==> config.mk <==
export PLATFORM = sky130hd
export DESIGN_NAME = mqtt_receive_deframer
export DESIGN_NICKNAME = d
export VERILOG_FILES = /design/src/hdl/mqtt_rd_pkg.sv /design/src/hdl/mqtt_receive_deframer.sv
export SDC_FILE = /design/constraint.sdc
export NUM_CORES = 1
export LEC_CHECK = 0
export BUFFER_PORTS_ARGS = -buffer_cell sky130_fd_sc_hd__buf_4
export CAP_MARGIN = 15
export CORE_UTILIZATION = 55
export CTS_CLUSTER_SIZE = 24
export DETAILED_ROUTE_END_ITERATION = 8
export GPL_TIMING_DRIVEN = 0
export PLACE_DENSITY_LB_ADDON = 0.3
export SETUP_SLACK_MARGIN = 0.2
export SYNTH_ARGS = -nofsm -noshare
export SYNTH_HDL_FRONTEND = slang
export SYNTH_SLANG_ARGS = --single-unit
==> constraint.sdc <==
create_clock -name clk -period 11.79 [get_ports clk]
set_clock_uncertainty 0.05 [all_clocks]
set_input_delay 0.5895 -clock clk [delete_from_list [all_inputs] [get_ports clk]]
set_output_delay 0.5895 -clock clk [all_outputs]
set_load 0.01 [all_outputs]
==> src/hdl/mqtt_rd_pkg.sv <==
`default_nettype none

package mqtt_rd_pkg;

  // Stream and configuration widths
  localparam int IN_DATA_W  = 24;
  localparam int IN_USER_W  = 2;
  localparam int OUT_DATA_W = 72;
  localparam int OUT_USER_W = 7;
  localparam int CFG_IDX_W  = 1;
  localparam int CFG_DATA_W = 28;

  // Topic bytes at index TOPIC_BUF - 1 and above are dropped
  localparam int TOPIC_BUF = 64;
  localparam logic [27:0] TOPIC_KEEP = 28'(TOPIC_BUF - 1);

  // Configuration register indexes
  localparam logic [CFG_IDX_W-1:0] CFG_MAX_BODY = 1'd0;
  localparam logic [CFG_IDX_W-1:0] CFG_TIMEOUT  = 1'd1;

  localparam logic [27:0] MAX_BODY_RST = 28'd1024;
  localparam logic [15:0] TIMEOUT_RST  = 16'd5000;

  // Item kinds on the slave-side tuser
  localparam logic [1:0] MODE_BYTE    = 2'd0;
  localparam logic [1:0] MODE_TICK    = 2'd1;
  localparam logic [1:0] MODE_CLOSED  = 2'd2;
  localparam logic [1:0] MODE_CONNECT = 2'd3;

  // Result events
  localparam logic [3:0] EV_NONE     = 4'd0;
  localparam logic [3:0] EV_HEADER   = 4'd1;
  localparam logic [3:0] EV_LEN      = 4'd2;
  localparam logic [3:0] EV_BODY     = 4'd3;
  localparam logic [3:0] EV_DISCARD  = 4'd4;
  localparam logic [3:0] EV_TIMEOUT  = 4'd5;
  localparam logic [3:0] EV_CLOSED   = 4'd6;
  localparam logic [3:0] EV_BAD_LEN  = 4'd7;
  localparam logic [3:0] EV_CONNECT  = 4'd8;

  // Body byte sections
  localparam logic [2:0] SEC_NONE      = 3'd0;
  localparam logic [2:0] SEC_TOPIC_LEN = 3'd1;
  localparam logic [2:0] SEC_TOPIC     = 3'd2;
  localparam logic [2:0] SEC_TOPIC_DRP = 3'd3;
  localparam logic [2:0] SEC_PKT_ID    = 3'd4;
  localparam logic [2:0] SEC_PAYLOAD   = 3'd5;
  localparam logic [2:0] SEC_OTHER     = 3'd6;

  // Link states
  localparam logic [1:0] LINK_DOWN       = 2'd0;
  localparam logic [1:0] LINK_CONNECTING = 2'd1;
  localparam logic [1:0] LINK_UP         = 2'd2;

  // Receive phases
  localparam logic [1:0] PH_IDLE    = 2'd0;
  localparam logic [1:0] PH_LENGTH  = 2'd1;
  localparam logic [1:0] PH_BODY    = 2'd2;
  localparam logic [1:0] PH_DISCARD = 2'd3;

  // Packet types (upper nibble of the fixed header)
  localparam logic [3:0] PT_CONNACK = 4'h2;
  localparam logic [3:0] PT_PUBLISH = 4'h3;
  localparam logic [3:0] PT_PUBACK  = 4'h4;

  // One result item
  typedef struct packed {
    logic [3:0]  event_res;
    logic [7:0]  data_byte;
    logic [2:0]  section;
    logic [3:0]  packet_type;
    logic [3:0]  header_flags;
    logic [27:0] body_length;
    logic        packet_done;
    logic [1:0]  link_status;
    logic        publish_ok;
    logic [15:0] msg_id;
    logic        send_puback;
    logic        ack_matched;
  } res_t;

endpackage

`default_nettype wire

==> src/hdl/mqtt_receive_deframer.sv <==
`default_nettype none
// MQTT 3.1.1 receive deframer.
// Slave stream: one item per transfer. tuser carries the item kind (received
// byte, millisecond tick, peer closed, connect started); tdata carries the
// received byte and the packet id currently awaiting a PUBACK.
// Master stream: exactly one result per input item. tuser carries the event
// code and the body section of the byte; tlast marks the item that completes
// or finishes discarding a packet; tdata carries the byte echo, header
// nibbles, decoded remaining length, link status and the end-of-packet
// PUBLISH / PUBACK report.
// Configuration channel: index 0 sets the largest accepted body, index 1 the
// tick limit for finishing a packet. Write only while the block is idle.
// The result of an item accepted at an edge is valid after that edge.
// Throughput is one item per cycle, set by the single output register;
// the next item is taken while the current result is being taken. When
// the receiver stalls, the result is held and tready drops until it is
// taken.
// Reset (rst, synchronous) leaves the link disconnected, the receiver idle,
// the output empty and both configuration registers at their defaults.
module mqtt_receive_deframer (
  input  wire logic                                clk,
  input  wire logic                                rst,
  // tdata: rx_byte [7:0], pending_ack_id [23:8]
  input  wire logic [mqtt_rd_pkg::IN_DATA_W-1:0]   s_axis_tdata,
  // tuser: mode [1:0]
  input  wire logic [mqtt_rd_pkg::IN_USER_W-1:0]   s_axis_tuser,
  input  wire logic                                s_axis_tvalid,
  output logic                                     s_axis_tready,
  // tdata: data_byte [7:0], packet_type [11:8], header_flags [15:12],
  // body_length [43:16], link_status [45:44], publish_ok [46],
  // msg_id [62:47], send_puback [63], ack_matched [64], zero [71:65]
  output logic [mqtt_rd_pkg::OUT_DATA_W-1:0]       m_axis_tdata,
  // tuser: event_res [3:0], section [6:4]
  output logic [mqtt_rd_pkg::OUT_USER_W-1:0]       m_axis_tuser,
  output logic                                     m_axis_tlast,
  output logic                                     m_axis_tvalid,
  input  wire logic                                m_axis_tready,
  input  wire logic                                cfg_valid,
  output logic                                     cfg_ready,
  input  wire logic [mqtt_rd_pkg::CFG_IDX_W-1:0]   cfg_index,
  input  wire logic [mqtt_rd_pkg::CFG_DATA_W-1:0]  cfg_data
);
  import mqtt_rd_pkg::*;

  // Configuration registers
  logic [27:0] max_body_len;
  logic [15:0] timeout_ms;

  // Receiver state
  logic [1:0]  link_state, link_pre, link_next;
  logic [1:0]  phase, phase_next;
  logic [7:0]  fixed_header, fixed_header_next;
  logic [27:0] rem_len, rem_len_next;
  logic [2:0]  len_count, len_count_next;
  logic [27:0] body_pos, body_pos_next;
  logic [15:0] elapsed, elapsed_next;
  logic [15:0] topic_size, topic_size_next;
  logic [15:0] acc_id, acc_id_next;
  logic [7:0]  ret_code, ret_code_next;

  // Output register
  res_t        res, res_next;
  logic        out_valid;

  // Item fields and helpers
  logic [1:0]  mode;
  logic [7:0]  rx_byte;
  logic [15:0] pending_ack_id;
  logic        accept;
  logic [15:0] elapsed_inc;
  logic [27:0] len_addend;
  logic [27:0] len_sum;
  logic [27:0] pos_inc;
  logic [27:0] pos_m2;
  logic [27:0] tl_ext;
  logic [27:0] pos_past_topic;
  logic [1:0]  qos;
  logic [3:0]  ptype;
  logic        fin;
  logic [3:0]  ev;
  logic [7:0]  data_b;
  logic [2:0]  sec;
  logic        done;

  // End-of-packet report
  logic [16:0] need;
  logic [17:0] need_id;
  logic        rl_ge2;
  logic        pub_ok;
  logic        pub_ok_q;
  logic [15:0] pid;
  logic        puback;
  logic        match;

  assign mode           = s_axis_tuser[1:0];
  assign rx_byte        = s_axis_tdata[7:0];
  assign pending_ack_id = s_axis_tdata[23:8];

  assign s_axis_tready = !out_valid || m_axis_tready;
  assign accept        = s_axis_tvalid && s_axis_tready;
  assign cfg_ready     = 1'b1;

  // Saturating tick count
  assign elapsed_inc = (elapsed == 16'hFFFF) ? elapsed : elapsed + 16'd1;

  // Base-128 length digit placed by its position
  always_comb begin
    unique case (len_count[1:0])
      2'd0: len_addend = {21'd0, rx_byte[6:0]};
      2'd1: len_addend = {14'd0, rx_byte[6:0], 7'd0};
      2'd2: len_addend = {7'd0, rx_byte[6:0], 14'd0};
      default: len_addend = {rx_byte[6:0], 21'd0};
    endcase
  end
  assign len_sum = rem_len + len_addend;

  assign pos_inc        = body_pos + 28'd1;
  assign pos_m2         = body_pos - 28'd2;
  assign tl_ext         = {12'd0, topic_size};
  assign pos_past_topic = pos_m2 - tl_ext;
  assign qos            = fixed_header[2:1];
  assign ptype          = fixed_header[7:4];

  // Per-item state update
  always_comb begin
    link_pre          = link_state;
    phase_next        = phase;
    fixed_header_next = fixed_header;
    rem_len_next      = rem_len;
    len_count_next    = len_count;
    body_pos_next     = body_pos;
    elapsed_next      = elapsed;
    topic_size_next   = topic_size;
    acc_id_next       = acc_id;
    ret_code_next     = ret_code;
    fin               = 1'b0;
    ev                = EV_NONE;
    data_b            = 8'd0;
    sec               = SEC_NONE;
    done              = 1'b0;

    if (mode == MODE_CONNECT) begin
      link_pre   = LINK_CONNECTING;
      phase_next = PH_IDLE;
      ev         = EV_CONNECT;
    end else if (link_state == LINK_DOWN) begin
      ev = EV_NONE;
    end else if (mode == MODE_CLOSED) begin
      link_pre   = LINK_DOWN;
      phase_next = PH_IDLE;
      ev         = EV_CLOSED;
    end else if (mode == MODE_TICK) begin
      if (phase != PH_IDLE) begin
        elapsed_next = elapsed_inc;
        if (elapsed_inc >= timeout_ms) begin
          link_pre   = LINK_DOWN;
          phase_next = PH_IDLE;
          ev         = EV_TIMEOUT;
        end
      end
    end else if (phase != PH_IDLE && elapsed >= timeout_ms) begin
      // byte arriving after the deadline is lost
      link_pre   = LINK_DOWN;
      phase_next = PH_IDLE;
      ev         = EV_TIMEOUT;
    end else if (phase == PH_IDLE) begin
      fixed_header_next = rx_byte;
      rem_len_next      = '0;
      len_count_next    = '0;
      body_pos_next     = '0;
      elapsed_next      = '0;
      topic_size_next   = '0;
      acc_id_next       = '0;
      ret_code_next     = '0;
      phase_next        = PH_LENGTH;
      ev                = EV_HEADER;
    end else if (phase == PH_LENGTH) begin
      if (len_count >= 3'd4) begin
        link_pre   = LINK_DOWN;
        phase_next = PH_IDLE;
        ev         = EV_BAD_LEN;
      end else begin
        rem_len_next   = len_sum;
        len_count_next = len_count + 3'd1;
        ev             = EV_LEN;
        if (!rx_byte[7]) begin
          body_pos_next = '0;
          if (len_sum == 28'd0) begin
            phase_next = PH_IDLE;
            fin        = 1'b1;
            done       = 1'b1;
          end else if (len_sum <= max_body_len) begin
            phase_next = PH_BODY;
          end else begin
            phase_next = PH_DISCARD;
          end
        end
      end
    end else begin
      data_b = rx_byte;
      if (phase == PH_BODY) begin
        ev = EV_BODY;
        // section tagging
        if (ptype == PT_PUBLISH) begin
          if (body_pos < 28'd2) begin
            topic_size_next = {topic_size[7:0], rx_byte};
            sec             = SEC_TOPIC_LEN;
          end else if (pos_m2 < tl_ext) begin
            sec = (pos_m2 < TOPIC_KEEP) ? SEC_TOPIC : SEC_TOPIC_DRP;
          end else if (qos != 2'd0 && pos_past_topic < 28'd2) begin
            acc_id_next = {acc_id[7:0], rx_byte};
            sec         = SEC_PKT_ID;
          end else begin
            sec = SEC_PAYLOAD;
          end
        end else if (ptype == PT_PUBACK && body_pos < 28'd2) begin
          acc_id_next = {acc_id[7:0], rx_byte};
          sec         = SEC_PKT_ID;
        end else begin
          if (ptype == PT_CONNACK && body_pos == 28'd1) begin
            ret_code_next = rx_byte;
          end
          sec = SEC_OTHER;
        end
      end else begin
        ev = EV_DISCARD;
      end
      body_pos_next = pos_inc;
      if (pos_inc >= rem_len) begin
        phase_next = PH_IDLE;
        fin        = (phase == PH_BODY);
        done       = 1'b1;
      end
    end
  end

  // End-of-packet report on the updated packet state
  assign rl_ge2   = rem_len_next >= 28'd2;
  assign need     = 17'd2 + {1'b0, topic_size_next};
  assign need_id  = {1'b0, need} + 18'd2;
  assign pub_ok_q = rl_ge2 && ({11'd0, need} <= rem_len_next);
  assign pub_ok   = pub_ok_q &&
                    (fixed_header_next[2:1] == 2'd0 || {10'd0, need_id} <= rem_len_next);

  always_comb begin
    link_next = link_pre;
    pid       = '0;
    puback    = 1'b0;
    match     = 1'b0;
    if (fin) begin
      unique case (fixed_header_next[7:4])
        PT_CONNACK: begin
          link_next = (rl_ge2 && ret_code_next == 8'd0) ? LINK_UP : LINK_DOWN;
        end
        PT_PUBLISH: begin
          if (pub_ok && fixed_header_next[2:1] != 2'd0) begin
            pid = acc_id_next;
          end
          puback = pub_ok && fixed_header_next[2:1] == 2'd1;
        end
        PT_PUBACK: begin
          if (rl_ge2) begin
            pid   = acc_id_next;
            match = pending_ack_id != 16'd0 && acc_id_next == pending_ack_id;
          end
        end
        default: begin
          link_next = link_pre;
        end
      endcase
    end
  end

  // Result assembly
  always_comb begin
    res_next.event_res    = ev;
    res_next.data_byte    = data_b;
    res_next.section      = sec;
    res_next.packet_type  = fixed_header_next[7:4];
    res_next.header_flags = fixed_header_next[3:0];
    res_next.body_length  = rem_len_next;
    res_next.packet_done  = done;
    res_next.link_status  = link_next;
    res_next.publish_ok   = fin && fixed_header_next[7:4] == PT_PUBLISH && pub_ok;
    res_next.msg_id       = pid;
    res_next.send_puback  = puback;
    res_next.ack_matched  = match;
  end

  // Receiver state registers
  always_ff @(posedge clk) begin
    if (rst) begin
      link_state   <= LINK_DOWN;
      phase        <= PH_IDLE;
      fixed_header <= '0;
      rem_len      <= '0;
      len_count    <= '0;
      body_pos     <= '0;
      elapsed      <= '0;
      topic_size   <= '0;
      acc_id       <= '0;
      ret_code     <= '0;
    end else if (accept) begin
      link_state   <= link_next;
      phase        <= phase_next;
      fixed_header <= fixed_header_next;
      rem_len      <= rem_len_next;
      len_count    <= len_count_next;
      body_pos     <= body_pos_next;
      elapsed      <= elapsed_next;
      topic_size   <= topic_size_next;
      acc_id       <= acc_id_next;
      ret_code     <= ret_code_next;
    end
  end

  // Configuration writes
  always_ff @(posedge clk) begin
    if (rst) begin
      max_body_len <= MAX_BODY_RST;
      timeout_ms   <= TIMEOUT_RST;
    end else if (cfg_valid && cfg_ready) begin
      unique case (cfg_index)
        CFG_MAX_BODY: max_body_len <= cfg_data[27:0];
        CFG_TIMEOUT:  timeout_ms   <= cfg_data[15:0];
        default:      timeout_ms   <= timeout_ms;
      endcase
    end
  end

  // Output register: load on accept, empty once taken
  always_ff @(posedge clk) begin
    if (rst) begin
      out_valid <= 1'b0;
    end else if (accept) begin
      out_valid <= 1'b1;
    end else if (m_axis_tready) begin
      out_valid <= 1'b0;
    end
  end

  always_ff @(posedge clk) begin
    if (accept) begin
      res <= res_next;
    end
  end

  assign m_axis_tvalid = out_valid;
  assign m_axis_tlast  = res.packet_done;
  assign m_axis_tuser  = {res.section, res.event_res};
  assign m_axis_tdata  = {7'd0, res.ack_matched, res.send_puback, res.msg_id,
                          res.publish_ok, res.link_status, res.body_length,
                          res.header_flags, res.packet_type, res.data_byte};

  // A disconnected link never holds a packet in progress
  assert property (@(posedge clk) disable iff (rst)
    link_state == LINK_DOWN |-> phase == PH_IDLE)
    else $error("receiver active while link is down");

  // The length field never runs past four digits
  assert property (@(posedge clk) disable iff (rst)
    phase == PH_LENGTH |-> len_count <= 3'd4)
    else $error("length digit count overran");

  // A connect request always reports a connecting link
  assert property (@(posedge clk) disable iff (rst)
    (accept && mode == MODE_CONNECT) |=>
      (m_axis_tvalid && res.link_status == LINK_CONNECTING &&
       res.event_res == EV_CONNECT))
    else $error("connect item not reported");

  // Packet end only on length, body or discarded bytes
  assert property (@(posedge clk) disable iff (rst)
    (m_axis_tvalid && m_axis_tlast) |->
      (res.event_res == EV_LEN || res.event_res == EV_BODY ||
       res.event_res == EV_DISCARD))
    else $error("packet end on wrong event");

  // End-of-packet report only with packet end
  assert property (@(posedge clk) disable iff (rst)
    (m_axis_tvalid && (res.publish_ok || res.send_puback || res.ack_matched)) |->
      m_axis_tlast)
    else $error("packet report without packet end");

endmodule

`default_nettype wire

==> results.md, run 1 <==
- Worst path arrival time: 8.66 ns
- FILL cells: 2981
- Clk sinks: 245
- Routed wire length: 63.3 mm
- Worst Tran Pin Value: 1.15 ns
- Vias in the first global route: 17785
- Routed len/inst: 21.1 um
- Synth unique cells: 104
- I/O Buffers: 131
- Crit Path Max Fanout: 10
- Via count: 19071
- Yosys reg bits: 245
- VDD IR max: 0.000108 V
- Final min period: 8.31 ns
- Max-slew violations: 0
- Post-route DRC: 0
- EDFF count, synth: 73
- Die height: 189 um
- Critical Path RT: 12.14 ns
- Yosys warns: 0
- Final setup viols: 0
- Initial DRT Pass Iterations: 7
- Initial antenna violation count: 0
- Asr flop ratio synth: 0%
- Met3 usage: 5.20%
- Post-synth top cells: nor2_1, nand2_1, a21oi_1, ha_1, dfxtp_1
- Critical path's largest stage delay: 0.56 ns
- Layout cell share with drive strength beyond 1: 9.52%
- # nets final: 2775
- Worst-path clk slew: 0.06 ns
- CTS tree: yes
- Slew HR: 23.1%
- Post-CTS sizing: 0
- Status: complete, no violations
- Sequential area share after synthesis: 29.4%
- Setup TNS: 0 ns
- CP endpoint kind: flip-flop
- Largest area contributor in the netlist: dfxtp_1
- LEAKAGE: 9.30 nW
- Root buf cell: clkbuf_16
- Post-synthesis cell area: 0.0191 sq mm
- Met2 usage: 54.8%
- Final ANT Viol Nets: 0
- Max_cap viols: 0
- Worst path most repeated cell: clkbuf_1
- Grt total ovfl: 0
- Post CTS Setup Buffer Count: 0
- Setup CP Type: reg -> reg
- RSZ-0062 raised after global routing: no
- Final period util: 70.5%
- Cell with the most instances after synthesis: nor2_1
- Fmax: 0.120 GHz
- N_diodes: 0
- Cts hold-fix bufs: 0
- Ports: 143
- Pwr/cell area: 104 mW/mm^2
- First-pass GRT wire length: 98.2 mm
- Pre-CTS WS: 3.63 ns
- Clock latency at the later pin of the worst-skew pair: 0.56 ns
- Gr usage total: 34.8%
- Hold crit path type: in -> reg
- Largest cells by area after synthesis: dfxtp_1, ha_1, edfxtp_1
- HPWL after DPL: 49.7 mm
- Crit start category: flip-flop
- Initial drt markers: 2218
- Worst path slowest cell: or4_4
- Num CTS Buffers: 28
- Die area: 0.0356 sq mm
- Non-Filler Instances: 3000
- Top cell type's share of synthesized area: 18.0%
- Die width: 189 um
- # rows: 67
- Dominant synthesized flop cell: dfxtp_1
- Mapped Cells: 2359
- Minimum hold slack: 0.204 ns
- Starting density of the core: 56.5%
- Busiest grt layer: met2
- Max clock buf depth: 3
- M1 GR Usage: 48.2%
- P&R area growth vs syn: 13.4%
- H-tree lvl count: 1
- RD Place Congestion: 0.996
- Largest net degree at the start of global routing: 52
- Cells after DPL: 2947
- Final hold vios: 0
- Slack of the critical path: 3.48 ns
- Avg Inst Size Synth: 8.12 sq um
- Via/cell ratio: 6.36
- Core area: 0.0339 sq mm
logic make-up (layout without fill, tap and decap cells):
logic type                 after synthesis  in the layout  synth area share [%]
and+or+nand+nor                        847            847                  22.9
AOI/OAI and AO/OA                      650            650                  22.9
buffers and inverters                  293            479                  6.08
DFF                                    245            245                  29.4
adders and majority gates              185            185                  12.2
xor gates and xnor gates               125            125                  5.85
muxes                                   12             12                 0.653
other                                    2              9                0.0392
sequential cells by signal, summed over array words and instances (netlist names), 16 cells and up:
signal / count
acc_id: 16
body_pos: 28
elapsed: 16
m_axis_tdata: 65
max_body_len: 28
rem_len: 28
timeout_ms: 16
topic_size: 16
critical path, delay by kind of cell (launching register included):
kind / cells / cell delay (ns)
xor gates and xnor gates: 2 / 0.40
DFF: 1 / 0.29
and+or+nand+nor: 12 / 2.78
adders and majority gates: 2 / 0.61
buffers and inverters: 5 / 1.54
AOI/OAI and AO/OA: 9 / 2.48
stage by stage:
stage               power [W]  instance area, sq um  utilization, %
floorplan             0.00119                 19200               -
global placement      0.00133                 20700            61.2
detailed placement    0.00134                 20800            61.3
CTS                   0.00224                 21700            64.1
global route          0.00232                 21700            64.1
finish                0.00225                 21700            64.1
report_power, final:
| part | switching [W] | leakage (nW) | total (W) | internal (W) |
|---|---|---|---|---|
| Clock | 0.000361 | 0.466 | 0.000912 | 0.000550 |
| Sequential | 0.0000266 | 2.14 | 0.000932 | 0.000905 |
| Combinational | 0.000253 | 6.70 | 0.000406 | 0.000153 |
| Total | 0.000641 | 9.30 | 0.00225 | 0.00161 |
layout make-up:
| cell class | instances | area, sq um | share of cell area (%) |
|---|---|---|---|
| buffer | 125 | 537 | 2.47 |
| clock buffer | 35 | 737 | 3.39 |
| clock inverter | 17 | 214 | 0.985 |
| inverter | 168 | 631 | 2.90 |
| multi-input combinational | 1828 | 12400 | 57.0 |
| sequential | 245 | 5640 | 26.0 |
| tap | 448 | 561 | 2.58 |
| timing repair buffer | 134 | 1020 | 4.71 |
routing by layer:
| metal | part of all wire, % | up-vias |
|---|---|---|
| li1 | - | 8915 |
| met1 | 43 | 9009 |
| met2 | 44 | 988 |
| met3 | 9.6 | 159 |
| met4 | 3.6 | 0 |
| met5 | 0 | - |
path summary, 6_finish.rpt:
check / cells after the start / slack [ns] / from / endpoint
min: 2 / 0.20 / cfg_data[10] / max_body_len[10]
min reg2reg: 2 / 0.40 / max_body_len[18] / max_body_len[18]
max reg2reg: 30 / 3.48 / body_pos[11] / m_axis_tdata[53]
max: 30 / 3.48 / body_pos[11] / m_axis_tdata[53]
layout by cell type (no fill, tap or decap), types with 8 or more instances in the layout:
master     instances
a211oi_1          65
conb_1             9
inv_1            166
xnor2_1           68
and2_1            46
o211ai_1           9
nor2_1           218
nand4_1           54
a21oi_1          183
o21a_1            14
nor4_1            24
nand3b_1          19
dfxtp_1          172
and3_1            29
ha_1             183
a211o_1            8
or3_1             15
edfxtp_1          73
nand2b_1          26
a21o_1            76
clkbuf_1         107
o21ai_0           84
a221oi_1           8
buf_4            140
nor3_1            43
a22oi_1           63
nor3b_1           14
xor2_1            55
nand2_1          216
clkbuf_16         28
nor2b_1           22
nand3_1           54
mux2i_1            8
a31oi_1           17
Power figures use the tool's default switching activity.
==> run 2, diff against run 1 <==
- clock period: 11.79 -> 7 ns (I/O delays scaled with it)
==> results.md, run 2 (synthesis results as in run 1) <==
- Status: complete, no violations
- Final setup viols: 0 (unchanged)
- Critical path's largest stage delay: 0.57 ns (about the same)
- Grt total ovfl: 0 (unchanged)
- LEAKAGE: 9.86 nW (+6.0%)
- Hold path start: cfg_data[17]
- Commonest non-fill, non-tap cell in the layout: nand2_1
- Minimum hold slack: 0.00786 ns (-0.197 ns)
- Worst path arrival time: 7.23 ns (-1.43 ns)
- Routed len/inst: 21.7 um (+2.9%)
- Starting density of the core: 56.5% (unchanged)
- Crit Path Max Fanout: 7 (-3)
- Final ANT Viol Nets: 0 (unchanged)
- Flop-to-flop setup slack: 0.15 ns (-3.33 ns)
- Initial antenna violation count: 0 (unchanged)
- Worst-path clk slew: 0.06 ns (about the same)
- Max clock buf depth: 3 (unchanged)
- VDD IR max: 0.000186 V (+73%)
- Die height: 189 um (unchanged)
- Hold EP: max_body_len[17]
- Largest register FFs: 65 (unchanged)
- H-tree lvl count: 1 (unchanged)
- P&R area growth vs syn: 20.4%
- Clk sinks: 245 (unchanged)
- Initial drt markers: 2147 (-3.2%)
- Final min period: 6.85 ns (-1.46 ns)
- Setup CP Type: reg -> reg
- Routed wire length: 67.0 mm (+5.8%)
- I/O Buffers: 131 (unchanged)
- CP endpoint kind: flip-flop
- Final Total Pwr: 0.00380 W (+69%)
- Slew HR: 19.0% (-4.1 points)
- HPWL after DPL: 50.3 mm (+1.2%)
- Final core area utilization: 68.1% (+3.9 points)
- Max-slew violations: 0 (unchanged)
- Layout cell share with drive strength beyond 1: 15.1% (+5.6 points)
- Die width: 189 um (unchanged)
- Pwr/cell area: 165 mW/mm^2 (+59%)
- Most frequent cells in the layout: nand2_1, nor2_1, buf_4
- Largest net degree at the start of global routing: 57 (+9.6%)
- Gr usage total: 36.1% (+1.3 points)
- Final period util: 97.8% (+27 points)
- First-pass GRT wire length: 101 mm (+3.3%)
- RSZ-0062 raised after global routing: yes
- R2r endpoint: m_axis_tdata[62]
- Slack of the critical path: 0.152 ns (-3.33 ns)
- Via count: 19687 (+3.2%)
- Clock latency at the later pin of the worst-skew pair: 0.58 ns (+0.02 ns)
- Fmax: 0.146 GHz (+21%)
- Die area: 0.0356 sq mm (unchanged)
- Origin of the critical flop-to-flop path: body_pos[22]
- # nets final: 2861 (+3.1%)
- RD Place Congestion: 0.999 (+0.28%)
- Worst path most repeated cell: or4_4
- Worst path slowest cell: or4_4
- CTS tree: yes
- Root buf cell: clkbuf_16
- Max_cap viols: 0 (unchanged)
- Worst Tran Pin Value: 1.20 ns (+0.0502 ns)
- N_diodes: 0 (unchanged)
- WHS Path Cells: 3 (+1)
- Critical Path RT: 7.39 ns (-4.75 ns)
- Num CTS Buffers: 28 (unchanged)
- Hold crit path type: in -> reg
- Crit start category: flip-flop
- Final hold vios: 0 (unchanged)
- Core area: 0.0339 sq mm (unchanged)
- # rows: 67 (unchanged)
- R2r worst-path depth: 28 (-6.7%)
- Via/cell ratio: 6.38 (+0.39%)
- Post-route DRC: 0 (unchanged)
- Vias in the first global route: 18501 (+4.0%)
- Ports: 143 (unchanged)
- Initial DRT Pass Iterations: 6 (-1)
- Pre-CTS WS: -1.05 ns (-4.68 ns)
==> run 2: cell count changes in the layout (fill, tap and decap cells not counted), sizes merged <==
cell	delta
buf	+62
dlygate4sd3	+26
clkbuf	-4
bufinv	-3
clkinvlp	+2
inv	+2
==> run 2: final cells by class <==
class                           count  area [sq um]
Sequential cell                   245          5640
Fill cell                        2779         10800
Timing Repair Buffer              220          1760
Clock buffer                       33           751
Inverter                          168           631
Multi-Input combinational cell   1828         12900
Clock inverter                     18           178
Buffer                            125           591
Tap cell                          448           561
==> run 2: worst max path at each step <==
stage | startpoint | end | cells after the start
floorplan | body_pos[19] | m_axis_tdata[54] | 28
global placement | elapsed[0] | m_axis_tdata[61] | 30
detailed placement | elapsed[0] | m_axis_tdata[58] | 30
CTS | elapsed[0] | m_axis_tdata[58] | 32
global route | body_pos[22] | m_axis_tdata[62] | 28
finish | body_pos[22] | m_axis_tdata[62] | 28
==> run 2: routing by layer <==
layer | wire length, um | vias to the layer above | track usage, %
met3 | 6790 | 207 | 7.32
met1 | 28100 | 9263 | 48.5
met4 | 2750 | 0 | 13.8
met5 | 0 | - | 0
li1 | - | 9092 | -
met2 | 29300 | 1125 | 57.1
==> run 2: critical path, delay by kind of cell (launching register included) <==
| family | cells | cell delay, ns |
|---|---|---|
| AO/OA/AOI/OAI | 9 | 1.87 |
| adder cells (fa/ha/maj) | 1 | 0.17 |
| AND/OR/NAND/NOR | 12 | 3.37 |
| XOR/XNOR | 2 | 0.31 |
| flip-flops | 1 | 0.32 |
| buffers and inverters | 4 | 0.63 |
==> run 2: report_power, final <==
part	internal [W]	leakage (nW)	total, W	switching [W]
combinational	0.000286	7.26	0.000735	0.000449
sequential	0.00152	2.14	0.00157	0.0000471
clock	0.000848	0.454	0.00149	0.000646
total	0.00266	9.86	0.00380	0.00114
==> run 2: what timing repair did <==
action	4_1_cts	5_1_grt
setup endpoints to repair	19	24
hold buffers	26	0
gates resized for setup	69	68
setup buffers	30	29
pin swaps	16	36
hold endpoints to repair	32	0
cloned	1	1
==> run 2: per-stage QoR <==
| step | std cells | setup TNS [ns] | cell area (sq um) |
|---|---|---|---|
| final | 3085 | 0 | 23100 |
| after global routing | 3085 | -1.44 | 23100 |
| after CTS | 3055 | 0 | 22500 |
| after detailed placement | 2947 | -15.96 | 20800 |
| after global placement | 2945 | -15.80 | 20700 |
| after floorplan | 2366 | 0 | 19200 |
